**src/rtl/ahcfp_pkg.sv**
```systemverilog
// ----------------------------------------------------------------------------
// ahcfp_pkg
// Shared types, character codes and helpers of the ASCII hex CAN frame parser.
// ----------------------------------------------------------------------------
`default_nettype none

package ahcfp_pkg;

	localparam int unsigned MaxDataBytes = 8;
	localparam int unsigned StoreDepth   = 8;
	localparam int unsigned IdWidth      = 29;
	localparam int unsigned CountWidth   = 4;
	localparam int unsigned DigitWidth   = 5;
	localparam int unsigned HdrWidth     = 4;
	localparam int unsigned AccumWidth   = 32;
	localparam int unsigned StdIdWidth   = 11;

	localparam logic [DigitWidth-1:0] MaxDataDigits = DigitWidth'(2 * MaxDataBytes);
	localparam logic [HdrWidth-1:0]   StdHdrDigits  = HdrWidth'(4);
	localparam logic [HdrWidth-1:0]   ExtHdrDigits  = HdrWidth'(8);

	localparam logic [7:0] ChStart   = 8'h3A; // ':'
	localparam logic [7:0] ChNewline = 8'h0A;
	localparam logic [7:0] ChStd     = 8'h53; // 'S'
	localparam logic [7:0] ChExt     = 8'h58; // 'X'
	localparam logic [7:0] ChNormal  = 8'h4E; // 'N'
	localparam logic [7:0] ChRemote  = 8'h52; // 'R'
	localparam logic [7:0] ChEnd     = 8'h3B; // ';'

	typedef enum logic [2:0] {
		PH_IDLE,
		PH_TYPE,
		PH_HEADER,
		PH_DATA,
		PH_DISCARD
	} phase_t;

	typedef struct packed {
		logic            ok;
		logic [3:0]      nib;
	} hex_t;

	typedef struct packed {
		logic [IdWidth-1:0]    frame_id;
		logic                  is_extended;
		logic                  is_remote;
		logic [CountWidth-1:0] byte_count;
		logic [StoreDepth-1:0][7:0] data;
	} frame_t;

	function automatic hex_t hex_decode(input logic [7:0] c);
		hex_t r;
		r.ok  = 1'b1;
		r.nib = 4'h0;
		if (c >= 8'h30 && c <= 8'h39) begin
			r.nib = 4'(c - 8'h30);
		end else if (c >= 8'h41 && c <= 8'h46) begin
			r.nib = 4'(c - 8'h37);
		end else if (c >= 8'h61 && c <= 8'h66) begin
			r.nib = 4'(c - 8'h57);
		end else begin
			r.ok = 1'b0;
		end
		return r;
	endfunction

endpackage

`default_nettype wire

```
**src/rtl/ahcfp_parser.sv**
```systemverilog
// ----------------------------------------------------------------------------
// ahcfp_parser
// Per-character frame state: phase, header accumulator, data bytes and flags.
// ----------------------------------------------------------------------------
`default_nettype none

module ahcfp_parser (
	input  wire logic                clk,
	input  wire logic                arst_n,
	input  wire logic                en,
	input  wire logic [7:0]          ch,
	output      logic                emit,
	output      ahcfp_pkg::frame_t   frame
);

	ahcfp_pkg::phase_t                         phase_q, phase_d;
	logic                                      ext_q, ext_d;
	logic                                      remote_q, remote_d;
	logic [ahcfp_pkg::HdrWidth-1:0]            hdr_cnt_q, hdr_cnt_d;
	logic [ahcfp_pkg::AccumWidth-1:0]          accum_q, accum_d;
	logic [ahcfp_pkg::DigitWidth-1:0]          dat_cnt_q, dat_cnt_d;
	logic [3:0]                                pend_q, pend_d;
	logic [ahcfp_pkg::StoreDepth-1:0][7:0]     store_q, store_d;
	ahcfp_pkg::hex_t                           hv;
	logic                                      is_start, is_nl;
	logic [ahcfp_pkg::HdrWidth-1:0]            need;
	logic [ahcfp_pkg::CountWidth-1:0]          nbytes;

	assign hv       = ahcfp_pkg::hex_decode(ch);
	assign is_start = (ch == ahcfp_pkg::ChStart);
	assign is_nl    = (ch == ahcfp_pkg::ChNewline);
	assign need     = ext_q ? ahcfp_pkg::ExtHdrDigits : ahcfp_pkg::StdHdrDigits;
	assign nbytes   = ahcfp_pkg::CountWidth'(dat_cnt_q >> 1);

	always_comb begin
		phase_d = phase_q;
		if (is_start) begin
			phase_d = ahcfp_pkg::PH_TYPE;
		end else if (is_nl) begin
			phase_d = ahcfp_pkg::PH_IDLE;
		end else begin
			unique case (phase_q)
				ahcfp_pkg::PH_TYPE: begin
					if (ch == ahcfp_pkg::ChStd || ch == ahcfp_pkg::ChExt)
						phase_d = ahcfp_pkg::PH_HEADER;
					else
						phase_d = ahcfp_pkg::PH_DISCARD;
				end
				ahcfp_pkg::PH_HEADER: begin
					if (hv.ok) begin
						if (hdr_cnt_q >= need)
							phase_d = ahcfp_pkg::PH_DISCARD;
					end else if ((ch == ahcfp_pkg::ChNormal || ch == ahcfp_pkg::ChRemote)
							&& hdr_cnt_q == need) begin
						phase_d = ahcfp_pkg::PH_DATA;
					end else begin
						phase_d = ahcfp_pkg::PH_DISCARD;
					end
				end
				ahcfp_pkg::PH_DATA: begin
					if (!hv.ok) begin
						if (ch == ahcfp_pkg::ChEnd)
							phase_d = ahcfp_pkg::PH_IDLE;
						else
							phase_d = ahcfp_pkg::PH_DISCARD;
					end
				end
				default: phase_d = phase_q;
			endcase
		end
	end

	always_comb begin
		ext_d     = ext_q;
		remote_d  = remote_q;
		hdr_cnt_d = hdr_cnt_q;
		accum_d   = accum_q;
		dat_cnt_d = dat_cnt_q;
		pend_d    = pend_q;
		store_d   = store_q;
		emit      = 1'b0;
		if (is_start) begin
			ext_d     = 1'b0;
			remote_d  = 1'b0;
			hdr_cnt_d = '0;
			accum_d   = '0;
			dat_cnt_d = '0;
			pend_d    = '0;
			store_d   = '0;
		end else if (!is_nl) begin
			unique case (phase_q)
				ahcfp_pkg::PH_TYPE: begin
					ext_d = (ch == ahcfp_pkg::ChExt);
				end
				ahcfp_pkg::PH_HEADER: begin
					if (hv.ok && hdr_cnt_q < need) begin
						accum_d   = {accum_q[ahcfp_pkg::AccumWidth-5:0], hv.nib};
						hdr_cnt_d = hdr_cnt_q + 1'b1;
					end else if (!hv.ok && hdr_cnt_q == need) begin
						remote_d = (ch == ahcfp_pkg::ChRemote);
					end
				end
				ahcfp_pkg::PH_DATA: begin
					if (hv.ok) begin
						if (dat_cnt_q < ahcfp_pkg::MaxDataDigits) begin
							if (!dat_cnt_q[0])
								pend_d = hv.nib;
							else
								store_d[dat_cnt_q[3:1]] = {pend_q, hv.nib};
							dat_cnt_d = dat_cnt_q + 1'b1;
						end
					end else if (ch == ahcfp_pkg::ChEnd) begin
						emit = 1'b1;
					end
				end
				default: ;
			endcase
		end
	end

	always_comb begin
		if (ext_q)
			frame.frame_id = accum_q[ahcfp_pkg::IdWidth-1:0];
		else
			frame.frame_id = ahcfp_pkg::IdWidth'(accum_q[15:5]);
		frame.is_extended = ext_q;
		frame.is_remote   = remote_q;
		frame.byte_count  = nbytes;
		for (int k = 0; k < ahcfp_pkg::StoreDepth; k++)
			frame.data[k] = (ahcfp_pkg::CountWidth'(k) < nbytes) ? store_q[k] : 8'h00;
	end

	always_ff @(posedge clk or negedge arst_n) begin
		if (!arst_n) begin
			phase_q   <= ahcfp_pkg::PH_IDLE;
			ext_q     <= 1'b0;
			remote_q  <= 1'b0;
			hdr_cnt_q <= '0;
			accum_q   <= '0;
			dat_cnt_q <= '0;
			pend_q    <= '0;
			store_q   <= '0;
		end else if (en) begin
			phase_q   <= phase_d;
			ext_q     <= ext_d;
			remote_q  <= remote_d;
			hdr_cnt_q <= hdr_cnt_d;
			accum_q   <= accum_d;
			dat_cnt_q <= dat_cnt_d;
			pend_q    <= pend_d;
			store_q   <= store_d;
		end
	end

endmodule

`default_nettype wire

```
**src/rtl/ascii_hex_can_frame_parser_top.sv**
```systemverilog
// ----------------------------------------------------------------------------
// ascii_hex_can_frame_parser_top
// Parses ":S hhhh N|R data ;" and ":X hhhhhhhh N|R data ;" text into frames.
//
// Input channel: one character per beat on ch (in_valid / in_stall).
// Output channel: one frame per beat (out_valid / out_stall) carrying
// frame_id, is_extended, is_remote, byte_count and data0..data7.
// A character is held in an input register; the parser updates its
// state there and a closing ';' loads the output register, so a frame
// appears there after its ';' leaves the input register. One character
// is taken per cycle, limited only by the output register: while a
// frame waits under out_stall, the input register holds and in_stall rises.
// Characters other than a valid ';' produce no beat on the output.
// Reset returns the parser to idle (waiting for ':') with flags, counters
// and data bytes cleared and both registers empty.
// ----------------------------------------------------------------------------
`default_nettype none

module ascii_hex_can_frame_parser_top (
	input  wire logic        clk,
	input  wire logic        arst_n,
	input  wire logic        in_valid,
	output      logic        in_stall,
	input  wire logic [7:0]  ch,
	output      logic        out_valid,
	input  wire logic        out_stall,
	output      logic [28:0] frame_id,
	output      logic        is_extended,
	output      logic        is_remote,
	output      logic [3:0]  byte_count,
	output      logic [7:0]  data0,
	output      logic [7:0]  data1,
	output      logic [7:0]  data2,
	output      logic [7:0]  data3,
	output      logic [7:0]  data4,
	output      logic [7:0]  data5,
	output      logic [7:0]  data6,
	output      logic [7:0]  data7
);

	logic              valid_s1;
	logic [7:0]        ch_s1;
	logic              out_valid_q;
	ahcfp_pkg::frame_t frame_q;
	ahcfp_pkg::frame_t frame;
	logic              emit;
	logic              out_free;
	logic              adv;

	assign out_free = !out_valid_q || !out_stall;
	assign adv      = valid_s1 && out_free;
	assign in_stall = valid_s1 && !out_free;

	always_ff @(posedge clk or negedge arst_n) begin
		if (!arst_n) begin
			valid_s1 <= 1'b0;
		end else if (!in_stall) begin
			valid_s1 <= in_valid;
		end
	end

	always_ff @(posedge clk) begin
		if (!in_stall && in_valid)
			ch_s1 <= ch;
	end

	ahcfp_parser u_parser (
		.clk    (clk),
		.arst_n (arst_n),
		.en     (adv),
		.ch     (ch_s1),
		.emit   (emit),
		.frame  (frame)
	);

	always_ff @(posedge clk or negedge arst_n) begin
		if (!arst_n) begin
			out_valid_q <= 1'b0;
		end else begin
			if (out_valid_q && !out_stall)
				out_valid_q <= 1'b0;
			if (adv && emit)
				out_valid_q <= 1'b1;
		end
	end

	always_ff @(posedge clk) begin
		if (adv && emit)
			frame_q <= frame;
	end

	assign out_valid   = out_valid_q;
	assign frame_id    = frame_q.frame_id;
	assign is_extended = frame_q.is_extended;
	assign is_remote   = frame_q.is_remote;
	assign byte_count  = frame_q.byte_count;
	assign data0       = frame_q.data[0];
	assign data1       = frame_q.data[1];
	assign data2       = frame_q.data[2];
	assign data3       = frame_q.data[3];
	assign data4       = frame_q.data[4];
	assign data5       = frame_q.data[5];
	assign data6       = frame_q.data[6];
	assign data7       = frame_q.data[7];

endmodule

`default_nettype wire
```
**config.mk**
```make
export PLATFORM = sky130hd
export DESIGN_NAME = ascii_hex_can_frame_parser_top
export DESIGN_NICKNAME = d
export VERILOG_FILES = /design/src/rtl/ahcfp_pkg.sv /design/src/rtl/ahcfp_parser.sv /design/src/rtl/ascii_hex_can_frame_parser_top.sv
export SDC_FILE = /design/constraint.sdc
export NUM_CORES = 1
export LEC_CHECK = 0
export ABC_AREA = 1
export BUFFER_PORTS_ARGS = -buffer_cell sky130_fd_sc_hd__buf_2
export CAP_MARGIN = 10
export CELL_PAD_IN_SITES_DETAIL_PLACEMENT = 1
export CELL_PAD_IN_SITES_GLOBAL_PLACEMENT = 1
export CORE_MARGIN = 1
export CORE_UTILIZATION = 40
export CTS_CLUSTER_DIAMETER = 120
export CTS_CLUSTER_SIZE = 25
export DETAILED_ROUTE_END_ITERATION = 8
export GPL_ROUTABILITY_DRIVEN = 0
export PLACE_DENSITY = 0.84
export SETUP_SLACK_MARGIN = 0.1
export SLEW_MARGIN = 40
export SYNTH_ARGS = -nofsm -noshare
export SYNTH_HDL_FRONTEND = slang
export SYNTH_SLANG_ARGS = --single-unit
```
**constraint.sdc**
```tcl
create_clock -name clk -period 8.9 [get_ports clk]
set_input_delay 0.445 -clock clk [delete_from_list [all_inputs] [get_ports clk]]
set_output_delay 0.445 -clock clk [all_outputs]
set_load 0.02 [all_outputs]
```
* After elaboration in Yosys (flattened, before gate mapping) *
Index checks and enable logic that the tools add are counted.
Widths: inputs -> output; s select.

word-level totals
  logic and storage cells = 168
  output and inout bits = 101
  bits in registers = 220
  input port bits = 12

cells by class
  add/sub/neg operators = 5
  order comparisons = 19
  reductions and logical operators = 37
  multiplexer cells = 60
  eq/ne operators = 16

operators by type and width
  cell                count
  $mux 64             6
  $mux 29             4
  $bwmux 64           1
  $mux 4              14
  $eq 8x7->1 const B  4
  $mux 5              5
  $demux 8 s3         1
  $mux 3              8
  $mux 1              18
  $reduce_bool 2->1   9
  $eq 8x6->1 const B  2
  $ge 8x7->1 const B  2
  $le 8x7->1 const B  2
  $lt 3x4->1 const A  4
  $logic_and 1x1->1   12
  $reduce_and 6->1    2
  $mux 11             1
  $reduce_and 5->1    2
  $pmux 3 s3          1
  $eq 8x4->1 const B  1
  $ge 8x6->1 const B  1
  $le 8x6->1 const B  1
  $lt 1x4->1 const A  2
  $lt 2x4->1 const A  2
  22 further kinds    32

* Longest topological paths before layout *
Gate-level depths: netlist of run 1.

  depth in word-level cells = 12
  gate-level depth with buffers = 14
  mapped depth without buffers = 12

* Cells and area by module *
A second synthesis of run 1 with hierarchy kept.

unflattened totals
  cells, all modules = 985
  area, all modules = 9532.9 µm²

by module, submodules not included
  module                          times used  area each (µm²)  cells each  sequential area each (µm²)
  ahcfp_parser                    1           6218.5           863         2777.7
  ascii_hex_can_frame_parser_top  1           3314.4           122         3263.1

* Worst setup path after synthesis of run 1 *
OpenSTA, ideal clock, no wires.

  path kind = register to register
  from = register ch_s1[0]
  to = register out_valid_q, in the netlist out_valid
  required time = 8.792 ns
  buffers on the path = 0
  clock period less this slack = 8.669 ns
  slack = 0.231 ns
  library setup time = 0.108 ns
  arrival time = 8.561 ns
  stages on the path, launching flop included = 9
  cells stage by stage = edfxtp_1 -> inv_1 -> ha_1 -> nor2_1 -> o21ai_1 -> nand3_2 -> nand2_2 -> nor3_1 -> or2_2

between the ends
  cells in the longest elaborated chain, start to end = 11
  elaborated cells between the ends (all ways) = 23
  classes of those cells = 6 x order compare; 3 x eq/ne; 9 x mux; 5 x reduce/logical

ends and longest elaborated chain
  item                                                RTL line                              text
  start: declaration                                  ascii_hex_can_frame_parser_top.sv:42  logic [7:0] ch_s1;
  start signal: assignment                            ascii_hex_can_frame_parser_top.sv:64  ch_s1 <= ch;
  $ge 8x7->1 / $le 8x7->1 (equally long branches)     ahcfp_pkg.sv:59                       end else if (c >= 8'h61 && c <= 8'h66) begin
  $logic_and 1x1->1                                   ahcfp_pkg.sv:59
  $mux 1                                              ahcfp_pkg.sv:59
  $mux 1                                              ahcfp_pkg.sv:57                       end else if (c >= 8'h41 && c <= 8'h46) begin
  $mux 1                                              ahcfp_pkg.sv:55                       if (c >= 8'h30 && c <= 8'h39) begin
  $mux 1                                              ahcfp_parser.sv:104                   if (hv.ok) begin
  $mux 1                                              ahcfp_parser.sv:91                    unique case (phase_q)
  $mux 1                                              ahcfp_parser.sv:90                    end else if (!is_nl) begin
  $mux 1 *                                            ahcfp_parser.sv:82                    if (is_start) begin
  $logic_and 1x1->1 *                                 ascii_hex_can_frame_parser_top.sv:82  if (adv && emit)
  $mux 1 / $reduce_bool 2->1 (equally long branches)  -
  end signal: assignment                              ascii_hex_can_frame_parser_top.sv:78  out_valid_q <= 1'b0;
  end signal: assignment                              ascii_hex_can_frame_parser_top.sv:81  out_valid_q <= 1'b0;
  end signal: assignment                              ascii_hex_can_frame_parser_top.sv:83  out_valid_q <= 1'b1;
  end: declaration                                    ascii_hex_can_frame_parser_top.sv:43  logic out_valid_q;

Every way passes the cells marked *; elsewhere a longest branch is shown, timed or not.
A chain may end at the register's enable or synchronous reset.

* Worst setup path after layout of run 1 *
  from = register ch_s1[0]
  to = register u_parser.store_q[19] (netlist name)

between the ends
  cells in the longest elaborated chain, start to end = 12
  elaborated cells between the ends (all ways) = 33
  classes of those cells = 3 x add/sub; 6 x order compare; 3 x eq/ne; 13 x mux; 8 x reduce/logical

ends and longest elaborated chain
  item                                             RTL line             text
  $ge 8x7->1 / $le 8x7->1 (equally long branches)  ahcfp_pkg.sv:59
  $logic_and 1x1->1                                ahcfp_pkg.sv:59
  $mux 4                                           ahcfp_pkg.sv:59
  $mux 4                                           ahcfp_pkg.sv:57
  $mux 4                                           ahcfp_pkg.sv:55
  $bwmux 64                                        ahcfp_parser.sv:109  store_d[dat_cnt_q[3:1]] = {pend_q, hv.nib};
  $mux 64                                          ahcfp_parser.sv:106  if (!dat_cnt_q[0])
  $mux 64                                          ahcfp_parser.sv:105  if (dat_cnt_q < ahcfp_pkg::MaxDataDigits) begin
  $mux 64                                          ahcfp_parser.sv:104
  $mux 64                                          ahcfp_parser.sv:91
  $mux 64                                          ahcfp_parser.sv:90
  $mux 64                                          ahcfp_parser.sv:82
  end signal: assignment                           ahcfp_parser.sv:151  store_q <= store_d;
  end: declaration                                 ahcfp_parser.sv:23   logic [ahcfp_pkg::StoreDepth-1:0][7:0] store_q, store_d;

Parallel ways exist; a longest one is shown, timed or not. The select of a mux whose other input is x is not followed.

==> results.txt, run 1 <==
The run finished with clean final reports. The worst-case vdd ir drop came out at a little over 0.09 mV. The critical path is of the reg -> reg type. The count of cells resized by post-cts repair came out at 0. Setup violations remaining at the end of the flow were counted as 0. In this run the most critical hold path is launched from ch[0].

Fill cells in the final layout number ~2600. The power density over cell area came out at 173 nW/um^2. The required time reported for the critical path endpoint came out at about 9.3 ns.

Entering global routing, the biggest net connects 79 pins. The fraction of synthesis flops using an asynchronous set or reset pin came out at roughly half. The initial antenna violation count is 0. The total vias in the final route came out at roughly 6600.

The final layout contains routed wiring with a total length of 21.7 mm. The type of origin of the critical path is a flip-flop. Ranked by total cell area, the synthesized netlist is headed by sky130_fd_sc_hd__edfxtp_1 35%, sky130_fd_sc_hd__dfrtp_1 30%, sky130_fd_sc_hd__nand2_1 10%, sky130_fd_sc_hd__inv_1 5.9%, sky130_fd_sc_hd__nand3_1 4.7%.

The antenna diode count is 0. The initial standard-cell utilization of the core came out at around two fifths. The netlist area before placement is between 9000 and 10000 sq um. In this run the worst setup path begins at ch_s1[0]$_DFFE_PP_.

The number of enable-type register cells in the synthesized netlist came out at roughly 110. In the final layout, the share of cells above drive strength 1 is between 10% and 20%. The signal arrival time at the worst endpoint is 3.56 ns. No sink is reached through more buffers than the 3 on the longest clock path. The register-to-register setup slack is roughly 5.7 ns.

Counting every net in the synthesized netlist gives between 900 and 1000. The first global-routing pass estimated 35.7 mm of wire. The detailed-routing iteration count for the pre-antenna-repair pass is 5. The cell count after synthesis came out at 940. In this run the core area contains 55 standard-cell rows. The number of top-level pins came out at around 110. The most used flip-flop cell after synthesis is sky130_fd_sc_hd__dfrtp_1. The global-route usage over all layers came out at a little under a fifth. The number of distinct library cells after synthesis is 36.

The clock latency at the later pin of the worst-skew pair came out at approximately 0.48 ns. The sequential element share of the synthesized area is between 60% and 70%. The number of clock buffers added by TritonCTS is 12. Max-cap violations in this run came to 0. In this run the biggest area consumer among cell types represents roughly a third of the synthesized area. The cell leakage power came out at between 0.005 and 0.006 uW. The overall die area is roughly 24000 sq um. The worst clock skew is between 0.015 and 0.02 ns.

Using the TritonRoute via totals, the vias-per-cell ratio works out to 4.95. The maximum net fanout on the critical path is 34. The minimum clock period came out at 3.15 ns. Setup repair after global routing left no endpoint under its margin.

The slew of the pin with the lowest slew margin is between 0.8 and 0.9 ns. STA classifies the critical path endpoint as a flip-flop. In this run the remaining antenna-violating nets after routing total 0. Leaving out fill and tap cells, the most frequent cell in the layout is sky130_fd_sc_hd__nand2_1. Leaving out fill and tap cells, the most frequent cells in the layout are 249 x sky130_fd_sc_hd__nand2_1, 147 x sky130_fd_sc_hd__inv_1, 112 x sky130_fd_sc_hd__dfrtp_1.

The launch point of the worst reg-to-reg path is ch_s1[0]$_DFFE_PP_. A synthesized cell averages slightly below 10 sq um. The via count of the first global-routing pass came out at 6957. Clock-pin slew was measured on the worst setup and hold paths at about 0.10 ns. The placed instance area came out at approximately 10000 sq um. After synthesis the netlist holds a flip-flop and latch count of 220. TritonCTS built the clock tree. The number of remaining DRC errors is 0.

The number of nets in the layout came out at between 1000 and 1500. The routed wirelength normalized by instance count came out at 16.2 um. The relative slew slack came out at between 40% and 50%. The max-slew violation count came out at 0. The share of the cycle needed by the critical path after routing is 35.4%. The top achievable clock speed is approximately 320 MHz. From left edge to right edge, the die measures around 150 um.

Counting every sink on the clock net gives 220. The global route total overflow came out at 0. The master cell of the clock root buffer is sky130_fd_sc_hd__clkbuf_16.

The tightest min-delay check is of the in -> reg type. The total count of hold-check failures in the final report is 0. The die boundary height came out at about 150 um. The count of routing violations after the opening detailed-route iteration is about 400. The layout-stage area growth over the synthesis result came out at 13.0%. The synthesized design spends more area on one cell type than any other, namely sky130_fd_sc_hd__edfxtp_1. The number of H-tree levels came out at 1. The number of buffers inserted by port buffering came out at 112.

The setup TNS after final layout is 0 ns. The total half-perimeter wirelength after legalization and detailed placement is approximately 15 mm. The core area came out at 22700 sq um.

The final cell area excluding filler cells came out at ~10000 sq um. The synthesis warning total is 0.
-- registers in the layout, summed over array words and instances, names as in the netlist, 5 cells and up --
register / flops
u_parser.store_q: 64
frame_id: 29
u_parser.accum_q: 29
ch_s1: 8
data0: 8
data1: 8
data2: 8
data3: 8
data4: 8
data5: 8
data6: 8
data7: 8
u_parser.dat_cnt_q: 5
-- cell type report --
cell class / count / area (sq um) / share of cell area, %
inverter: 151 / 567 / 5.40
clock buffer: 19 / 348 / 3.32
timing repair buffer: 118 / 627 / 5.98
sequential: 220 / 6040 / 57.6
multi-input combinational: 546 / 2540 / 24.2
tap: 285 / 357 / 3.40
clock inverter: 1 / 7.51 / 0.0716
-- power breakdown --
group	internal, uW	switching, uW	total (uW)
sequential	1090	27.5	1110
clock	274	315	589
combinational	34.7	76.2	111
-- critical path, cell delays in order (launching register included) --
cell and delay [ns]:
sky130_fd_sc_hd__edfxtp_1 0.49, sky130_fd_sc_hd__inv_1 0.15, sky130_fd_sc_hd__ha_1 0.22, sky130_fd_sc_hd__inv_1 0.07, sky130_fd_sc_hd__nor2_1 0.13, sky130_fd_sc_hd__nand2_2 0.34
sky130_fd_sc_hd__nand2_2 0.25, sky130_fd_sc_hd__nand3_2 0.15, sky130_fd_sc_hd__nor2_4 0.57, sky130_fd_sc_hd__buf_4 0.44, sky130_fd_sc_hd__nand3_1 0.14, sky130_fd_sc_hd__nand2_1 0.13
-- worst paths after layout --
| path | endpoint | depth (start not counted) |
|---|---|---|
| setup / recovery | u_parser.store_q[19]$_DFFE_PN0P_ | 11 |
| hold / removal | ch_s1[0]$_DFFE_PP_ | 1 |
| setup reg to reg | u_parser.store_q[19]$_DFFE_PN0P_ | 11 |
| hold reg to reg | is_remote$_DFFE_PP_ | 0 |
| max in group asynchronous | u_parser.store_q[46]$_DFFE_PN0P_ | 3 |
| min in group asynchronous | u_parser.store_q[51]$_DFFE_PN0P_ | 2 |
-- metrics by stage --
step / utilization, % / total power [uW] / worst slack, ns / hold slack [ns] / instances
after global routing: 46.2 / 1890 / 5.46 / 0.121 / 1340
after global placement: 44.5 / 1240 / 5.68 / 0.432 / 1318
after CTS: 46.2 / 1830 / 5.71 / 0.122 / 1340
after detailed placement: 44.6 / 1250 / 5.75 / 0.438 / 1319
final: 46.2 / 1810 / 5.75 / 0.134 / 1340
after floorplan: - / 1200 / 0.231 / 0.149 / 940
-- per-layer routing --
layer  vias up  wire [um]  global-route usage, %
met3        23        833                   2.05
met4         0        333                   4.29
met1      3268       9720                   24.9
met2       133      10800                   32.7
li1       3207          -                      -
met5         -          0                      0
-- kinds of logic after synthesis --
group           after synthesis  share of synthesized area [%]
compound gates               71                           4.39
xor+xnor                      6                          0.566
fa+ha+maj                    10                           1.35
buf+inv                     174                           7.68
flops                       220                           65.1
mux                           1                          0.108
simple gates                458                           20.8
-- cell usage after synthesis, types with 3 or more instances --
master                     count
sky130_fd_sc_hd__nand2_1     249
sky130_fd_sc_hd__inv_1       147
sky130_fd_sc_hd__dfrtp_1     113
sky130_fd_sc_hd__edfxtp_1    107
sky130_fd_sc_hd__nand3_1      87
sky130_fd_sc_hd__nor2_1       87
sky130_fd_sc_hd__o21ai_0      34
sky130_fd_sc_hd__o22ai_1      18
sky130_fd_sc_hd__nand4_1      11
sky130_fd_sc_hd__ha_1         10
sky130_fd_sc_hd__nor2_2       10
sky130_fd_sc_hd__buf_2         9
sky130_fd_sc_hd__a21oi_1       7
sky130_fd_sc_hd__buf_6         6
sky130_fd_sc_hd__clkbuf_1      6
sky130_fd_sc_hd__o21ai_1       6
sky130_fd_sc_hd__xor2_1        5
sky130_fd_sc_hd__inv_2         4
sky130_fd_sc_hd__nand2_2       3
sky130_fd_sc_hd__nor3_1        3
-- timing repair --
item	in CTS	in global routing
buffers inserted	0	0
endpoints found under the setup margin	0	0
hold buffers	1	0
hold endpoints to repair	35	0
Note: power is estimated with default switching activity, not from simulation.
==> run 2: changes to the inputs <==
PLACE_DENSITY = 0.81   (was 0.84)
clock period = 3.1 ns   (was 8.9 ns; I/O delays follow)
==> run 2 against run 1 <==
  * Sequential share of layout area fell by 1.2 points
  * Clock skew down 0.0025 ns
  * First-iteration DRC count up 5.6%
  * Final cell count up 1.1%
  * Sequential power grew to 2.8 times the previous value
  * Clock power grew to 2.9 times the previous value
  * Critical path type unchanged
  * Critical endpoint is now u_parser.accum_q[15]$_DFFE_PN0P_
  * Largest cell class unchanged
==> results.txt, run 2 (same netlist as run 1, synthesis figures left out) <==
The run finished with clean final reports. Measured in cells, the most critical reg-to-reg path has a length of 10. The number of rows in the core area came out at 55. The clock latency at the later pin of the worst-skew pair is approximately 0.48 ns. The hold path endpoint is out_valid$_DFFE_PN0P_. Summing all multi-input logic gate instances after layout gives 2590 sq um. Buffers inserted to repair hold after CTS numbered 10. The number of endpoints failing setup at the final stage is 0. The overall die area came out at about 24000 sq um. For this design the static power due to leakage is roughly 0.0055 uW.

The number of buffers inserted by port buffering is between 100 and 150. The number of filler instances in the final layout is between 2000 and 3000. The slew of the pin with the lowest slew margin is 0.776 ns. The buffer depth of the longest clock path came out at 3.

The max-slew violation count is 0. The top achievable clock speed came out at 372 MHz. The count of clock tree sinks came out at 220. The number of post-CTS setup repair buffers is 0. The core area came out at around 23000 sq um.

The worst path meets setup with 0.412 ns of slack. The layout-stage area growth over the synthesis result came out at 15.5%. The proportion of layout cells with a drive suffix above 1 came out at between 10% and 20%. The share of the cycle needed by the critical path after routing came out at roughly 87%. The final cell area excluding filler cells is about 11000 sq um. The number of remaining DRC errors came out at 0. Across the run, the number of max-cap violations was 0. Setup repair after global routing left no endpoint under its margin.

In this design, the critical path's most frequently occurring cell is sky130_fd_sc_hd__inv_2. The power density over cell area is approximately 490 nW/um^2. The width of the die is 154 um. The required time reported for the critical path endpoint is about 3.4 ns. The placed instance area is around 10000 sq um. The first-pass GRT wire length is 36.9 mm.

The maximum net fanout on the critical path is 25. In this run the critical register-to-register path is launched from ch_s1[0]$_DFFE_PP_. For this block, the initial DRC count from the detailed router was between 400 and 500. TritonCTS built the clock tree. Traced cell by cell, the critical path runs through inv_2 -> ha_1 -> inv_1 -> nor2_1 -> nand2_2 -> and2_1 -> nor2_4 -> nand2_1 -> inv_2 -> o22ai_1. The total power after layout came out at between 5000 and 6000 uW. The register-to-register setup slack is approximately 0.41 ns. The relative slew slack came out at 48.1%. The routed wirelength normalized by instance count came out at roughly 16 um.

Together, buffers and inverters on the worst path number 3. The path class of the lowest-slack min-delay path is in -> reg. The core occupancy in the finished layout came out at about 47%. The number of buffers inserted during clock tree synthesis came out at 12. The initial utilization of the core area, before any placement, comes to 40.9%. The master cell of the clock root buffer is sky130_fd_sc_hd__clkbuf_16. The maximum number of pins on one net before global-route repair is 82. The highest-delay cell along the critical path is sky130_fd_sc_hd__edfxtp_1.

The initial antenna violation count is 0. The die boundary height came out at between 150 and 200 um. The total count of hold-check failures in the final report is 0. The total half-perimeter wirelength after legalization and detailed placement came out at 14.9 mm. The worst hold path begins at out_stall. The via count of the first global-routing pass was 7230. In this run, post-CTS repair resized a total of 0 instances. The worst clock skew is roughly 0.017 ns. For the finished layout, the period the worst path requires is between 2 and 3 ns. The register cell area after layout is about 6000 sq um. The number of vias per cell after detailed routing came out at about 4.9.

The detailed-routing iteration count for the pre-antenna-repair pass is 4. The clock slew at the register clock pins of the worst setup and hold paths came out at approximately 0.10 ns. The number of antenna diodes in the final layout is 0. Global routing used 19.3% of the available tracks. For this block, the routed nets add up to 22.1 mm of wire. Prior to clock tree synthesis, the placed netlist has a worst setup slack of approximately 0.45 ns. Ranked by flip-flop count, first place goes to u_parser.store_q. The signal arrival time at the worst endpoint came out at 3.01 ns. For this run the aggregate overflow at the end of global routing stands at 0. In this run the count of I/O pins placed on the die edge is approximately 110. The worst setup path is captured at a flip-flop. The worst-case vdd ir drop is around 0.26 mV. The library cells used most frequently in the layout, excluding fill and tap cells, are 248 x sky130_fd_sc_hd__nand2_1, 144 x sky130_fd_sc_hd__inv_1, 113 x sky130_fd_sc_hd__dfrtp_1.

The total vias in the final route is 6695. STA classifies the critical path startpoint as a flip-flop. The setup path with the least slack is of type reg -> reg.

The number of cells on the worst hold path came out at 4. The number of nets in the layout is about 1100. The number of nets still failing antenna checks after routing came out at 0. The number of H-tree levels came out at 1. The worst flop-to-flop path endpoint is u_parser.accum_q[15]$_DFFE_PN0P_. The cell family contributing the most delay on the critical path is simple AND/OR/NAND/NOR gates. For this run, the slowest stage of the critical path takes ~0.50 ns. The flip-flop count of the largest register after layout came out at 64. Leaving out fill and tap cells, the most frequent cell in the layout is sky130_fd_sc_hd__nand2_1.
==> run 2: final cells by class <==
type                            count  share of cell area (%)
Clock buffer                       19                    3.25
Clock inverter                      1                  0.0584
Timing Repair Buffer              133                    7.53
Tap cell                          285                    3.33
Multi-Input combinational cell    546                    24.2
Sequential cell                   220                    56.4
Inverter                          151                    5.29
==> run 2: power by group <==
group          switching, uW  total, uW  internal [uW]
Clock                    938       1730            788
Sequential              39.4       3160           3120
Combinational            272        395            123
==> run 2: per-layer routing <==
metal  vias to the layer above  wire (um)  part of all wire, %  GRT usage, %
li1                       3241          -                    -             -
met3                        24        740                  3.4          2.19
met1                      3309      10100                   46          25.8
met5                         -          0                    0             0
met4                         0        325                  1.5          4.62
met2                       121      10900                   50          33.6
==> run 2: worst max-delay path by stage <==
stage / cells after the start / slack, ns / from / end
floorplan: 8 / -0.82 / ch_s1[0]$_DFFE_PP_ / byte_count[0]$_DFFE_PP_
detailed placement: 10 / 0.45 / ch_s1[0]$_DFFE_PP_ / u_parser.accum_q[15]$_DFFE_PN0P_
finish: 10 / 0.41 / ch_s1[0]$_DFFE_PP_ / u_parser.accum_q[15]$_DFFE_PN0P_
CTS: 10 / 0.37 / ch_s1[0]$_DFFE_PP_ / u_parser.accum_q[15]$_DFFE_PN0P_
global placement: 9 / 0.61 / ch_s1[0]$_DFFE_PP_ / u_parser.store_q[22]$_DFFE_PN0P_
global route: 10 / 0.20 / ch_s1[0]$_DFFE_PP_ / u_parser.accum_q[15]$_DFFE_PN0P_
==> run 2: through the flow <==
step                instances  TNS [ns]  hold WS, ns
global route             1355         0       0.0517
CTS                      1354         0       0.0392
finish                   1355         0       0.0315
detailed placement       1324         0        0.233
floorplan                 940    -81.83       -0.141
global placement         1324         0        0.333
==> run 2: worst register-to-register path: stages, from the launching register on <==
cell	delay, ns
sky130_fd_sc_hd__edfxtp_1	0.50
sky130_fd_sc_hd__inv_2	0.14
sky130_fd_sc_hd__ha_1	0.23
sky130_fd_sc_hd__inv_1	0.07
sky130_fd_sc_hd__nor2_1	0.13
sky130_fd_sc_hd__nand2_2	0.28
sky130_fd_sc_hd__and2_1	0.31
sky130_fd_sc_hd__nor2_4	0.21
sky130_fd_sc_hd__nand2_1	0.13
sky130_fd_sc_hd__inv_2	0.35
sky130_fd_sc_hd__o22ai_1	0.19
==> run 3: changes to the inputs <==
clock period = 3.3 ns   (was 3.1 ns; I/O delays follow)
==> run 3 against run 2 <==
  * Routed wire length shrank 2.2%
  * Register-to-register slack gained 0.095 ns
  * Maximum frequency shrank 3.7%
  * Via count shrank 0.43%
  * Clock power shrank 8%
  * Sequential power shrank 6%
  * Design area shrank 0.36%
  * Clock skew grew 0.0099 ns
  * Sequential cell count is the same
  * Die area is the same
  * Critical path type unchanged
  * Sequential share of layout area grew 0.20 points
  * Final cell count shrank 0.15%
==> results.txt, run 3 (same netlist as run 1, synthesis figures left out) <==
The number of clock buffers added by TritonCTS is 12. Port buffering added approximately 110 buffers. At the pin with the least slew margin, the transition time is 0.840 ns. The placed instance area came out at just over 10000 sq um. The clock latency at the later pin of the worst-skew pair is 0.48 ns. The depth of the worst register-to-register path is 9. The number of nets still failing antenna checks after routing came out at 0.

The die boundary height came out at 154 um. The library cells used most frequently in the layout, excluding fill and tap cells, are 248 x sky130_fd_sc_hd__nand2_1, 144 x sky130_fd_sc_hd__inv_1, 113 x sky130_fd_sc_hd__dfrtp_1. The wire length reported by the detailed router came out at ~22 mm. The final cell area excluding filler cells is between 10000 and 15000 sq um. The path class of the lowest-slack min-delay path is in -> reg. The flow ran to the end, and the final reports show no timing, DRC or antenna violations. The via count of the first global-routing pass is a little under 7000. The number of top-level pins came out at around 110. The count of routing violations after the opening detailed-route iteration came out at between 300 and 400. The worst setup path is captured at a flip-flop. The initial antenna violation count is 0.

TritonCTS built the clock tree. The worst clock skew is approximately 0.027 ns. The clock slew at the register clock pins of the worst setup and hold paths is roughly 0.1 ns. The overall die area came out at roughly 24000 sq um. The post-placement setup slack came out at just over 0.5 ns. The max-slew violation count was 0. The clock passes through at most 3 buffers. The relative slew slack is a little over two fifths.

The maximum number of pins on one net before global-route repair came out at 89. The initial standard-cell utilization of the core came out at between 40% and 50%. Setup repair after global routing left no endpoint under its margin. The count of cells resized by post-cts repair is 0.

Summed over all layers, the global routing overflow is 0. The number of endpoints failing setup at the final stage is 0. In this run the critical register-to-register path is launched from ch_s1[0]$_DFFE_PP_. Data arrives at the worst endpoint at 3.16 ns.

The number of remaining DRC errors is 0. Once detailed placement completed, the half-perimeter wirelength came to between 10 and 15 mm. More flip-flops sit in one register than any other, and that register is u_parser.store_q. In the post-route analysis, the smallest setup slack over all paths is 0.508 ns. The number of filler instances in the final layout is ~2600. The number of cells on the worst hold path came out at 4. The endpoint identified for the worst register-to-register timing path is u_parser.accum_q[21]$_DFFE_PN0P_. For this run, the post-layout net count is around 1100.

In this run the most critical hold path is launched from out_stall. The antenna diode count came out at 0. The proportion of layout cells with a drive suffix above 1 is 16.3%.

The master cell of the clock root buffer is sky130_fd_sc_hd__clkbuf_16. The core area is between 20000 and 25000 sq um. The global-route usage over all layers came out at about a fifth. The smallest clock period supported by the final layout is computed as 2.79 ns. The library cell used most frequently in the layout, excluding fill and tap cells, is sky130_fd_sc_hd__nand2_1. By startpoint and endpoint, the worst setup path is classified as reg -> reg. The worst hold path terminates at out_valid$_DFFE_PN0P_. In this run the static leakage power is ~0.0054 uW.

Along the worst path, the maximum fanout reaches 23. The number of vias per cell after detailed routing is about 4.9. The share of the cycle needed by the critical path after routing is around 85%. The routed wirelength normalized by instance count came out at between 15 and 20 um.

The power density over cell area came out at between 400 and 500 nW/um^2. The total count of hold-check failures in the final report came to 0. The count of clock tree sinks is 220. The pre-antenna-repair detailed-routing pass consisted of 4 iterations. IR analysis of the VDD net gives a maximum drop of 0.265 mV.

The worst setup path is launched from a flip-flop. The required time reported for the critical path endpoint came out at approximately 3.7 ns. The register with the most flip-flops in the layout has 64 of them. The width of the die came out at 154 um. The number of maximum-capacitance constraint violations came out at 0. The first-pass GRT wire length came out at between 30 and 40 mm. The number of rows in the core area came out at between 50 and 60. In this run the number of H-tree levels came out at 1. Across all register-to-register paths, the minimum setup slack is 0.51 ns.

The top achievable clock speed is roughly 360 MHz. Relative to the synthesized area, the layout overhead comes to 15.1%. The total vias in the final route came out at between 6000 and 7000.
==> run 3: layout make-up <==
cell class	count	area, sq um	area share, %
Clock buffer	19	348	3.26
Timing Repair Buffer	131	772	7.23
Clock inverter	1	7.51	0.0703
Sequential cell	220	6040	56.6
Multi-Input combinational cell	546	2590	24.2
Inverter	151	567	5.31
Tap cell	285	357	3.34
==> run 3: power by group <==
| part | switching, uW | internal, uW | total, uW |
|---|---|---|---|
| Sequential | 37.3 | 2930 | 2970 |
| Clock | 858 | 738 | 1600 |
| Combinational | 252 | 110 | 363 |
==> run 3: worst max path at each step <==
stage | from | to | depth (start not counted)
final | ch_s1[0]$_DFFE_PP_ | u_parser.accum_q[21]$_DFFE_PN0P_ | 9
after global routing | ch_s1[0]$_DFFE_PP_ | u_parser.accum_q[21]$_DFFE_PN0P_ | 9
after CTS | ch_s1[0]$_DFFE_PP_ | u_parser.accum_q[21]$_DFFE_PN0P_ | 9
after detailed placement | ch_s1[0]$_DFFE_PP_ | u_parser.accum_q[21]$_DFFE_PN0P_ | 9
after global placement | ch_s1[0]$_DFFE_PP_ | u_parser.accum_q[5]$_DFFE_PN0P_ | 9
after floorplan | ch_s1[0]$_DFFE_PP_ | byte_count[0]$_DFFE_PP_ | 8
==> run 3: timing repair <==
action                                  in CTS  in global routing
endpoints found under the setup margin       0                  0
endpoints found under the hold margin       67                  0
hold buffers                                10                  0
buffers inserted                             0                  0
==> run 3: stage by stage <==
step | TNS, ns | utilization, % | instances | total power, uW | hold slack, ns
2_1_floorplan | -61.83 | - | 940 | 3250 | -0.131
3_3_place_gp | 0 | 45.0 | 1323 | 3360 | 0.278
3_5_place_dp | 0 | 45.0 | 1323 | 3390 | 0.280
4_1_cts | 0 | 47.0 | 1353 | 4990 | 0.0475
5_1_grt | 0 | 47.0 | 1353 | 5110 | 0.0745
6_report | 0 | 47.0 | 1353 | 4930 | 0.0428
==> run 3: layer usage <==
metal	global-route usage (%)	wire, um	vias up	part of all wire (%)
met5	0	0	-	0
met3	2.94	1150	26	5.3
met1	24.8	9490	3262	44
met2	31.9	10600	140	49
met4	4.48	316	0	1.5
li1	-	-	3238	-
==> run 3: critical path: stages (launching register included) <==
cell and delay, ns:
sky130_fd_sc_hd__edfxtp_1 0.49, sky130_fd_sc_hd__inv_2 0.13, sky130_fd_sc_hd__ha_1 0.21, sky130_fd_sc_hd__inv_1 0.08
sky130_fd_sc_hd__nor2_1 0.13, sky130_fd_sc_hd__nand2_2 0.23, sky130_fd_sc_hd__and2_1 0.27, sky130_fd_sc_hd__nor2_4 0.21
sky130_fd_sc_hd__nand2_1 0.52, sky130_fd_sc_hd__o22ai_1 0.41
